===== config.mk =====
export PLATFORM = sky130hd
export DESIGN_NAME = status_led_blink_code_controller_unit
export DESIGN_NICKNAME = d
export VERILOG_FILES = /design/src/sv/slbc_pkg.sv /design/src/sv/slbc_cfg_regs.sv /design/src/sv/slbc_next_state.sv /design/src/sv/status_led_blink_code_controller_unit.sv
export SDC_FILE = /design/constraint.sdc
export NUM_CORES = 1
export LEC_CHECK = 0
export BUFFER_PORTS_ARGS = -buffer_cell sky130_fd_sc_hd__buf_4
export CAP_MARGIN = 20
export CORE_MARGIN = 2
export CORE_UTILIZATION = 65
export CTS_CLUSTER_DIAMETER = 100
export DETAILED_ROUTE_END_ITERATION = 12
export PLACE_DENSITY = 0.91
export SETUP_SLACK_MARGIN = 0.2
export SLEW_MARGIN = 20
export SYNTH_ARGS = -nofsm -noshare
export SYNTH_HDL_FRONTEND = slang
export SYNTH_SLANG_ARGS = --single-unit

===== constraint.sdc =====
create_clock -name clk -period 20.5 [get_ports clk]
set_clock_uncertainty 0.2 [all_clocks]
set_input_delay 4.1 -clock clk [delete_from_list [all_inputs] [get_ports clk]]
set_output_delay 4.1 -clock clk [all_outputs]
set_load 0.005 [all_outputs]

===== src/sv/slbc_pkg.sv =====
// Shared types, constants and reset values for the status LED blink-code controller.
// No dependencies; every other file of the block imports this package.
`timescale 1ns / 1ps
`default_nettype none

package slbc_pkg;

  // Field and state widths.
  localparam int unsigned ElapsedW = 16;
  localparam int unsigned FlagsW   = 8;
  localparam int unsigned CursorW  = 3;
  localparam int unsigned PhaseW   = 5;
  localparam int unsigned BlinkW   = 4;
  localparam int unsigned CfgIdxW  = 3;
  localparam int unsigned CfgDataW = 16;

  // Saturation point of both elapsed counters.
  localparam logic [ElapsedW-1:0] ElapsedMax = '1;

  // Blink count of a flag that is neither the camera nor the frame error.
  localparam logic [BlinkW-1:0] DefaultBlinks = 4'd3;

  // Request function codes.
  typedef enum logic [1:0] {
    FUNC_TICK  = 2'd0,
    FUNC_MODE  = 2'd1,
    FUNC_SET   = 2'd2,
    FUNC_CLEAR = 2'd3
  } func_t;

  // Steady display modes.
  typedef enum logic [1:0] {
    MODE_OFF  = 2'd0,
    MODE_ON   = 2'd1,
    MODE_SLOW = 2'd2,
    MODE_FAST = 2'd3
  } mode_t;

  // Configuration register indexes.
  typedef enum logic [CfgIdxW-1:0] {
    REG_FAST_DELAY   = 3'd0,
    REG_SLOW_DELAY   = 3'd1,
    REG_PAUSE_DELAY  = 3'd2,
    REG_CAMERA_BIT   = 3'd3,
    REG_CAMERA_COUNT = 3'd4,
    REG_FRAME_BIT    = 3'd5,
    REG_FRAME_COUNT  = 3'd6
  } cfg_index_t;

  // Configuration register set.
  typedef struct packed {
    logic [ElapsedW-1:0] fast_delay;
    logic [ElapsedW-1:0] slow_delay;
    logic [ElapsedW-1:0] pause_delay;
    logic [CursorW-1:0]  camera_bit;
    logic [BlinkW-1:0]   camera_count;
    logic [CursorW-1:0]  frame_bit;
    logic [BlinkW-1:0]   frame_count;
  } cfg_t;

  // Controller state.
  typedef struct packed {
    logic [FlagsW-1:0]   error_flags;
    mode_t               display_mode;
    logic [PhaseW-1:0]   code_phase;
    logic [BlinkW-1:0]   code_blinks;
    logic [CursorW-1:0]  error_cursor;
    logic [ElapsedW-1:0] code_elapsed;
    logic [ElapsedW-1:0] steady_elapsed;
    logic                toggle_level;
    logic                pin_level;
  } state_t;

  localparam cfg_t CfgReset = '{
    fast_delay:   16'd100,
    slow_delay:   16'd500,
    pause_delay:  16'd1000,
    camera_bit:   3'd0,
    camera_count: 4'd2,
    frame_bit:    3'd1,
    frame_count:  4'd3
  };

  localparam state_t StateReset = '{
    error_flags:    '0,
    display_mode:   MODE_OFF,
    code_phase:     '0,
    code_blinks:    '0,
    error_cursor:   '0,
    code_elapsed:   '0,
    steady_elapsed: '0,
    toggle_level:   1'b0,
    pin_level:      1'b1
  };

endpackage

`default_nettype wire


===== src/sv/slbc_cfg_regs.sv =====
// Configuration register file of the blink-code controller.
// Depends on slbc_pkg for the register index codes and the register set type.
`timescale 1ns / 1ps
`default_nettype none

module slbc_cfg_regs
  import slbc_pkg::*;
(
  input  wire logic                clk,
  input  wire logic                rst_n,
  input  wire logic                cfg_we,
  input  wire logic [CfgIdxW-1:0]  cfg_index,
  input  wire logic [CfgDataW-1:0] cfg_wdata,
  output cfg_t                     cfg_o
);

  cfg_t cfg_r;
  cfg_t cfg_nxt;

  // Decode the write into the addressed register; unused indexes are ignored.
  always_comb begin
    cfg_nxt = cfg_r;
    if (cfg_we) begin
      case (cfg_index)
        REG_FAST_DELAY:   cfg_nxt.fast_delay   = cfg_wdata;
        REG_SLOW_DELAY:   cfg_nxt.slow_delay   = cfg_wdata;
        REG_PAUSE_DELAY:  cfg_nxt.pause_delay  = cfg_wdata;
        REG_CAMERA_BIT:   cfg_nxt.camera_bit   = cfg_wdata[CursorW-1:0];
        REG_CAMERA_COUNT: cfg_nxt.camera_count = cfg_wdata[BlinkW-1:0];
        REG_FRAME_BIT:    cfg_nxt.frame_bit    = cfg_wdata[CursorW-1:0];
        REG_FRAME_COUNT:  cfg_nxt.frame_count  = cfg_wdata[BlinkW-1:0];
        default:          cfg_nxt = cfg_r;
      endcase
    end
  end

  always_ff @(posedge clk) begin
    if (!rst_n) begin
      cfg_r <= CfgReset;
    end else begin
      cfg_r <= cfg_nxt;
    end
  end

  assign cfg_o = cfg_r;

endmodule

`default_nettype wire


===== src/sv/slbc_next_state.sv =====
// Next-state logic of the blink-code controller for one request.
// Depends on slbc_pkg for the state and configuration types and the codes.
`timescale 1ns / 1ps
`default_nettype none

module slbc_next_state
  import slbc_pkg::*;
(
  input  wire state_t              st_i,
  input  wire cfg_t                cfg_i,
  input  wire logic [1:0]          func_i,
  input  wire logic [1:0]          mode_i,
  input  wire logic [FlagsW-1:0]   mask_i,
  output state_t                   st_o
);

  logic [CursorW-1:0]  cand;
  logic [CursorW-1:0]  pick_cursor;
  logic                pick_found;
  logic [BlinkW-1:0]   pick_blinks;

  logic [ElapsedW-1:0] code_inc;
  logic [ElapsedW-1:0] steady_inc;

  logic [BlinkW-1:0]   blinks0;
  logic [PhaseW-1:0]   phase0;
  logic [ElapsedW-1:0] elapsed0;
  logic [CursorW-1:0]  cursor0;
  logic [PhaseW-1:0]   span;
  logic [PhaseW-1:0]   phase_inc;
  logic [ElapsedW-1:0] dur;
  logic [ElapsedW-1:0] half;
  logic                last_phase;

  // Round-robin pick: first set flag after the cursor, the cursor itself last.
  always_comb begin
    pick_cursor = st_i.error_cursor;
    pick_found  = 1'b0;
    cand        = '0;
    for (int k = 1; k <= FlagsW; k++) begin
      cand = st_i.error_cursor + CursorW'(k);
      if (!pick_found && st_i.error_flags[cand]) begin
        pick_cursor = cand;
        pick_found  = 1'b1;
      end
    end
  end

  // Blink count of the picked flag; the camera flag wins a tie.
  always_comb begin
    if (pick_cursor == cfg_i.camera_bit) begin
      pick_blinks = cfg_i.camera_count;
    end else if (pick_cursor == cfg_i.frame_bit) begin
      pick_blinks = cfg_i.frame_count;
    end else begin
      pick_blinks = DefaultBlinks;
    end
  end

  // Saturating tick counters.
  assign code_inc   = (st_i.code_elapsed == ElapsedMax) ?
                      st_i.code_elapsed : st_i.code_elapsed + ElapsedW'(1);
  assign steady_inc = (st_i.steady_elapsed == ElapsedMax) ?
                      st_i.steady_elapsed : st_i.steady_elapsed + ElapsedW'(1);

  // Blink-code step: start a new flag if none is running, then time the phase.
  // A freshly started flag has zero elapsed time, so it cannot expire in the
  // same tick and one picker serves both the start and the wrap.
  always_comb begin
    blinks0  = st_i.code_blinks;
    phase0   = st_i.code_phase;
    elapsed0 = code_inc;
    cursor0  = st_i.error_cursor;
    if (st_i.code_blinks == '0) begin
      blinks0  = pick_blinks;
      phase0   = '0;
      elapsed0 = '0;
      cursor0  = pick_cursor;
    end
    span       = {blinks0, 1'b0};
    last_phase = phase0[0] && (span != '0) && (phase0 == span - PhaseW'(1));
    dur        = last_phase ? cfg_i.pause_delay : cfg_i.fast_delay;
    phase_inc  = phase0 + PhaseW'(1);
  end

  // Steady blink half period.
  assign half = (st_i.display_mode == MODE_SLOW) ? cfg_i.slow_delay : cfg_i.fast_delay;

  // Apply the request.
  always_comb begin
    st_o = st_i;
    case (func_t'(func_i))
      FUNC_TICK: begin
        st_o.code_elapsed   = code_inc;
        st_o.steady_elapsed = steady_inc;
        if (st_i.error_flags != '0) begin
          st_o.code_blinks  = blinks0;
          st_o.code_phase   = phase0;
          st_o.code_elapsed = elapsed0;
          st_o.error_cursor = cursor0;
          if (elapsed0 > dur) begin
            st_o.code_elapsed = '0;
            if (phase_inc >= span) begin
              st_o.code_phase   = '0;
              st_o.code_blinks  = pick_blinks;
              st_o.error_cursor = pick_cursor;
            end else begin
              st_o.code_phase = phase_inc;
            end
          end
          st_o.pin_level = st_o.code_phase[0];
        end else begin
          case (st_i.display_mode)
            MODE_OFF: st_o.pin_level = 1'b1;
            MODE_ON:  st_o.pin_level = 1'b0;
            default: begin
              if (steady_inc > half) begin
                st_o.steady_elapsed = '0;
                st_o.toggle_level   = ~st_i.toggle_level;
                st_o.pin_level      = ~st_i.toggle_level;
              end
            end
          endcase
        end
      end
      FUNC_MODE: begin
        st_o.display_mode = mode_t'(mode_i);
      end
      FUNC_SET: begin
        st_o.error_flags  = st_i.error_flags | mask_i;
        st_o.code_phase   = '0;
        st_o.code_elapsed = '0;
      end
      default: begin
        st_o.error_flags = st_i.error_flags & ~mask_i;
        if ((st_i.error_flags & ~mask_i) == '0) begin
          st_o.code_phase = '0;
        end
      end
    endcase
  end

endmodule

`default_nettype wire


===== src/sv/status_led_blink_code_controller_unit.sv =====
// Top level of the status LED blink-code controller: state and result registers.
// Depends on slbc_pkg, slbc_cfg_regs and slbc_next_state.
//
//   Channel   Direction  Handshake            Payload
//   in_       request    in_valid/in_ready    in_func, in_mode, in_error_mask
//   out_      result     out_valid/out_ready  out_pin_level, out_error_set
//   cfg_      write      cfg_we               cfg_index, cfg_wdata
//
// Each request is applied to the state in the cycle it is accepted and its
// result appears in the output register on the next cycle, so one request per
// cycle is taken. The request is accepted whenever the output register is
// empty or being read in the same cycle. A stalled output holds its result and
// blocks new requests. Synchronous reset darkens the LED and clears all flags.
`timescale 1ns / 1ps
`default_nettype none

module status_led_blink_code_controller_unit
  import slbc_pkg::*;
(
  input  wire logic                clk,
  input  wire logic                rst_n,
  input  wire logic                in_valid,
  output logic                     in_ready,
  input  wire logic [1:0]          in_func,
  input  wire logic [1:0]          in_mode,
  input  wire logic [FlagsW-1:0]   in_error_mask,
  output logic                     out_valid,
  input  wire logic                out_ready,
  output logic                     out_pin_level,
  output logic [FlagsW-1:0]        out_error_set,
  input  wire logic                cfg_we,
  input  wire logic [CfgIdxW-1:0]  cfg_index,
  input  wire logic [CfgDataW-1:0] cfg_wdata
);

  cfg_t   cfg;
  state_t state_r;
  state_t state_nxt;
  logic   out_valid_r;
  logic   pin_r;
  logic [FlagsW-1:0] flags_r;
  logic   accept;

  slbc_cfg_regs u_cfg (
    .clk       (clk),
    .rst_n     (rst_n),
    .cfg_we    (cfg_we),
    .cfg_index (cfg_index),
    .cfg_wdata (cfg_wdata),
    .cfg_o     (cfg)
  );

  slbc_next_state u_next (
    .st_i   (state_r),
    .cfg_i  (cfg),
    .func_i (in_func),
    .mode_i (in_mode),
    .mask_i (in_error_mask),
    .st_o   (state_nxt)
  );

  assign in_ready = !out_valid_r || out_ready;
  assign accept   = in_valid && in_ready;

  // State and result valid.
  always_ff @(posedge clk) begin
    if (!rst_n) begin
      state_r     <= StateReset;
      out_valid_r <= 1'b0;
    end else begin
      if (accept) begin
        state_r <= state_nxt;
      end
      if (in_ready) begin
        out_valid_r <= in_valid;
      end
    end
  end

  // Result payload.
  always_ff @(posedge clk) begin
    if (accept) begin
      pin_r   <= state_nxt.pin_level;
      flags_r <= state_nxt.error_flags;
    end
  end

  assign out_valid     = out_valid_r;
  assign out_pin_level = pin_r;
  assign out_error_set = flags_r;

endmodule

`default_nettype wire


After elaboration in Yosys (flattened, before gate mapping)
Index checks and enable logic that the tools add are counted.
- bits of input ports: 36
- register bits: 128
- word-level logic and storage cells: 162
- output and inout bits: 11
- $add $sub $neg: 11
- reductions and logical operators: 43
- order comparisons: 11
- bitwise logic cells: 7
- muxes and demuxes: 55
- equality and inequality tests: 16
- operator list (operator ; number):
    $mux W16 ; 5
    $mux W28 ; 2
    $mux W17 ; 2
    $add A16 B1 Y16 const B ; 2
    $eq A16 B16 Y1 const B ; 2
    $gt A16 B16 Y1 ; 2
    $lt A3 B4 Y1 const B ; 8
    $pmux W16 S2 ; 1
    $mux W3 ; 9
    $bmux W1 S3 ; 8
    $reduce_and A2 Y1 ; 10
    $mux W18 ; 1
    $mux W1 ; 17
    $pmux W8 S2 ; 1
    $mux W5 ; 3
    $pmux W5 S3 ; 1
    $add A3 B3 Y3 const B ; 4
    $mux W4 ; 3
    $logic_and A1 B1 Y1 ; 10
    $eq A3 B3 Y1 const B ; 3
    $and A8 B8 Y8 ; 1
    $logic_not A1 Y1 ; 8
    $logic_not A8 Y1 ; 1
    $not A8 Y8 ; 1
    other kinds (28) ; 38

Logic depth before layout (Yosys ltp)
- word-level depth: 37
- gate-level depth with buffers: 39
- gate-level depth less buffers: 35

Hierarchy
A second synthesis with hierarchy kept.
- cells, all modules: 1137
- area, all modules: 9437.8 um2
- modules (own cells, without submodules) (module ; seq. area each (um2) ; area each (um2) ; cells an instance ; times used):
    slbc_next_state ; 0.0 ; 4491.8 ; 646 ; 1
    status_led_blink_code_controller_unit ; 1411.4 ; 2529.9 ; 257 ; 1
    slbc_cfg_regs ; 1241.2 ; 2416.1 ; 234 ; 1

Least setup slack after synthesis
OpenSTA, ideal clock, no wires.
- path kind: input-to-output
- from: input out_ready
- to: output in_ready
- path buffers: 0
- arrival: 4.257 ns
- data required time: 16.200 ns
- cell stages on the path: 1
- slack: 11.943 ns
- cells stage by stage: nand2b_1
- word-level cells in the longest chain between the ends: 1
- RTL lines (item ; line ; text):
    start, declared ; status_led_blink_code_controller_unit.sv:28 ; input wire logic out_ready,
    $logic_or A1 B1 Y1 ; status_led_blink_code_controller_unit.sv:62 ; assign in_ready = !out_valid_r || out_ready;
    end, declared ; status_led_blink_code_controller_unit.sv:23 ; output logic in_ready,
No other way between the ends.

Worst setup path in the final report
- from: register state_r[34] (netlist bit)
- to: register state_r[33] (netlist bit)
- word-level cells in the longest chain between the ends: 37
- RTL lines (item ; line ; text):
    start, declared ; status_led_blink_code_controller_unit.sv:37 ; state_t state_r;
    start signal, assigned ; status_led_blink_code_controller_unit.sv:68 ; state_r <= StateReset;
    start signal, assigned ; status_led_blink_code_controller_unit.sv:72 ; state_r <= state_nxt;
    $add A3 B1 Y3 ; slbc_next_state.sv:41 ; cand = st_i.error_cursor + CursorW'(k);
    $bmux W1 S3 ; slbc_next_state.sv:42 ; if (!pick_found && st_i.error_flags[cand]) begin
    $mux W1 (implied by the code) ; slbc_next_state.sv:42 ;
    $mux W1 ; slbc_next_state.sv:42 ;
    $logic_not A1 Y1 ; slbc_next_state.sv:42 ;
    $logic_and A1 B1 Y1 ; slbc_next_state.sv:42 ;
    $mux W1 ; slbc_next_state.sv:42 ;
    $logic_not A1 Y1 ; slbc_next_state.sv:42 ;
    [21 not listed] ; -- ;
    $sub A5 B1 Y5 or $reduce_bool A4 Y1 (tied branches) ; slbc_next_state.sv:81 ; last_phase = phase0[0] && (span != '0) && (phase0 == span - PhaseW'(1));
    $eq A5 B5 Y1 or $logic_and A1 B1 Y1 (tied branches) ; slbc_next_state.sv:81 ;
    $logic_and A1 B1 Y1 (*) ; slbc_next_state.sv:81 ;
    $mux W16 (*) ; slbc_next_state.sv:82 ; dur = last_phase ? cfg_i.pause_delay : cfg_i.fast_delay;
    $gt A16 B16 Y1 (*) ; slbc_next_state.sv:101 ; if (elapsed0 > dur) begin
    $mux W28 (*) ; slbc_next_state.sv:101 ;
    $mux W28 (*) ; slbc_next_state.sv:96 ; if (st_i.error_flags != '0) begin
    $pmux W16 S2 (*) ; slbc_next_state.sv:92 ; case (func_t'(func_i))
Mark *: on every way between the ends. The rest lies on a longest branch, timed or not. The select of a mux whose other input is x is not followed.
A chain may end at the register's enable or synchronous reset.

==> run_results.csv <==
group,metric,value,unit
run_status,status,"complete, no violations",
hold_path,hold_path.startpoint,"u_cfg.cfg_o[41]",
floorplanning,pin_count,47,
global_routing,grt_use_met3,6.757,%
synthesis,synth_area,8492,µm²
timing,worst_pin_slew,1.078,ns
floorplanning,start_util,67.02,%
setup_path,end_kind,"register",
synthesis,synthTopCellsByArea,"dfxtp_1 28%, nand2_1 7.4%, mux2i_1 7.2%, a21oi_1 6.2%, ha_1 6.0%",
clock_network,insertion_delay,0.44,ns
clock_network,cts_resized,0,
hold_path,min_path_cells,2,
layout,nets,1132,
drt,remaining_drc_errors,0,
drt,avgRoutedWirePerCell,17.86,µm
global_routing,grt_max_degree,64,
clock_network,cts_buffer_depth,2,
global_routing,grt_pass1_vias,7663,
hold_path,min_path_type,"register to register",
synthesis,yosysSeqAreaShare,31.24,%
setup_path,crit_path_top_delay_cell,"a211oi_4",
synthesis,async_flop_share,0,%
setup_path,critPathBufInv,2,
floorplanning,rows,41,
drt,firstDrtPassIters,5,
synthesis,syn-num-nets,1125,
global_routing,overflow,0,
placed_design,port_buffers,46,
setup_path,reg2reg_from,"state_r[34]",
pwr,peakVddDrop,0.05820,mV
synthesis,ys_types,80,
timing,slew_viol_final,0,
synthesis,synth_edf_count,9,
global_routing,track_usage,32.10,%
synthesis,synth_top_area_share,28.05,%
clock_network,cts-buffers-inserted,17,
clock_network,clk_pin_slew,0.06,ns
synthesis,synth_cells,1048,
setup_path,critical_path.max_stage_delay,0.88,ns
timing,rsz0062_at_grt,"false",
pwr,p_per_area,70.66,nW/µm²
global_routing,antenna_found_initial,0,
clock_network,cts_max_level,4,
timing,maxSlewHeadroom,27.76,%
floorplanning,fp.dieArea,13990,µm²
setup_path,arrival,10.34,ns
drt,final_antenna_net_count,0,
setup_path,rrSetupSlack,10.32,ns
timing,fmax,98.28,MHz
setup_path,worstPathRequired,20.66,ns
setup_path,r2r_end,"state_r[33]",
clock_network,cts_sinks,128,
global_routing,top_usage_layer,"met2",
clock_network,cts-root-buf,"clkbuf_16",
hold_path,hold_end,"u_cfg.cfg_o[41]",
clock_network,cts_setup_buffers,0,
timing,holdWs,0.2533,ns
setup_path,start_kind,"register",
floorplanning,die_x,118.3,µm
setup_path,critPathMostFrequentCell,"o21a_1",
layout,diodes,0,
drt,drt-initial-drc-count,778,
setup_path,crit_type,"register to register",
synthesis,synth_most_common_cell,"nand2_1",
synthesis,synth-seq-cells,128,
timing,period_needed,10.18,ns
global_routing,grt_use_met2,54.55,%
synthesis,synth_ff_type,"dfxtp_1",
setup_path,crit_path_max_fanout,18,
timing,period_share,49.64,%
timing,hold_viol_final,0,
clock_network,cts_tree,"done",
setup_path,worstRegToRegCells,35,
global_routing,grt_pass1_wl,36.80,mm
timing,fin_tns_setup,0,ns
placed_design,place_hpwl,15.05,mm
synthesis,yosys.area.top_type,"dfxtp_1",
synthesis,synth.avg_cell_area,8.103,µm²
synthesis,netlist_top_cells_count,"167 x nand2_1, 119 x dfxtp_1, 106 x a21oi_1",
layout,final_cells,1239,
timing,setup_violations,0,
drt,vias,8036,
clock_network,ctsHoldBuffers,0,
floorplanning,die_y,118.3,µm
drt,vias_per_cell,6.486,
placed_design,gp_congestion,0.9451,
layout,syn2layout_area_growth,10.87,%
drt,wirelength,22.13,mm
setup_path,critPathTopFamily,"compound AO/OA/AOI/OAI gates",
layout,drive_gt1_share,11.15,%
run,cap_violations,0,
synthesis,yosys_warnings,0,
pwr,p_leak,3.710,nW
floorplanning,core,12670,µm²
placed_design,placedCellCount,1208,
global_routing,grt_use_met1,38.46,%
==> tightest hold or removal path, cell delays in order (launching register included) <==
cell and delay, ns:
dfxtp_1 0.30, nand2_1 0.05, a21oi_1 0.05
==> routing by layer <==
layer / vias up / wire length, µm
met5: - / 0
met4: 0 / 768
met3: 74 / 1710
met2: 381 / 10960
met1: 3813 / 8698
li1: 3768 / -
==> metrics by stage <==
step                worst slack [ns]  power (mW)  instance area (µm²)  util (%)
finish                         10.32      0.6653                 9415     74.31
global placement               10.72      0.3599                 8821     69.62
detailed placement             10.43      0.3629                 8821     69.62
floorplan                      11.94      0.3361                 8492         -
global route                   9.577      0.6843                 9415     74.31
CTS                            10.40      0.6620                 9415     74.31
==> worst max-delay path by stage <==
stage	depth (start not counted)	from	slack [ns]	endpoint
detailed placement	35	state_r[34]	10.43	state_r[33]
finish	35	state_r[34]	10.32	state_r[33]
floorplan	1	out_ready	11.94	in_ready
global route	35	state_r[34]	9.58	state_r[33]
CTS	35	state_r[34]	10.40	state_r[33]
global placement	34	state_r[34]	10.72	state_r[33]
==> cell type report <==
class | instances | area, µm²
multi-input combinational | 830 | 5465
fill | 881 | 3256
sequential | 128 | 2653
clock buffer | 23 | 520.5
timing repair buffer | 52 | 390.4
tap | 172 | 215.2
inverter | 26 | 97.59
clock inverter | 8 | 73.82
==> report_power, final <==
part	switching (mW)	internal [mW]
Clock	0.115	0.189
Combinational	0.0570	0.0386
Sequential	0.00709	0.258
Total	0.179	0.486
==> kinds of logic (layout without fill, tap and decap cells) <==
family	Yosys count	count (layout)	share of synthesized area, %
AO/OA/AOI/OAI	232	232	17.24
XOR/XNOR	39	39	4.111
flip-flops	128	128	31.24
adder cells (fa/ha/maj)	41	41	6.041
multiplexers	81	81	11.82
AND/OR/NAND/NOR	437	437	24.97
buffers and inverters	90	109	4.582
==> layout by cell type, fill, tap and decap left out, types with 3 or more instances in the layout <==
cell       netlist  final
nand2_1        167    167
dfxtp_1        119    119
a21oi_1        106    106
nor2_1          85     85
mux2i_1         61     61
buf_4            3     52
nand3_1         44     44
ha_1            41     41
o21ai_0         28     28
nor3_1          28     27
inv_1           24     24
xnor2_1         22     22
nand4_1         21     21
clkbuf_16        0     19
xor2_1          16     16
a31oi_1         13     13
o21a_1          12     12
and3_1          11     11
nand2b_1        11     11
nor2b_1         11     10
a21o_1          10     10
and2_1          10     10
or3_1            9      9
nand3b_1         9      9
edfxtp_1         9      9
a211oi_1         8      8
mux4_2           8      8
a22oi_1          7      7
nor3b_1          7      7
mux2_2           5      5
o211ai_1         5      5
o22ai_1          5      5
mux4_1           4      4
or2b_1           4      4
clkinv_2         0      4
a2bb2oi_1        3      3
a311oi_1         3      3
nor4_1           4      3
a32oi_1          3      3
clkbuf_8         0      3
==> sequential cells by signal, summed over array words and instances, names as in the netlist <==
| register | count |
|---|---|
| state_r | 56 |
| out_pin_level | 1 |
| out_valid | 1 |
| u_cfg.cfg_o | 62 |
| out_error_set | 8 |
Note: power is estimated with default switching activity, not from simulation.
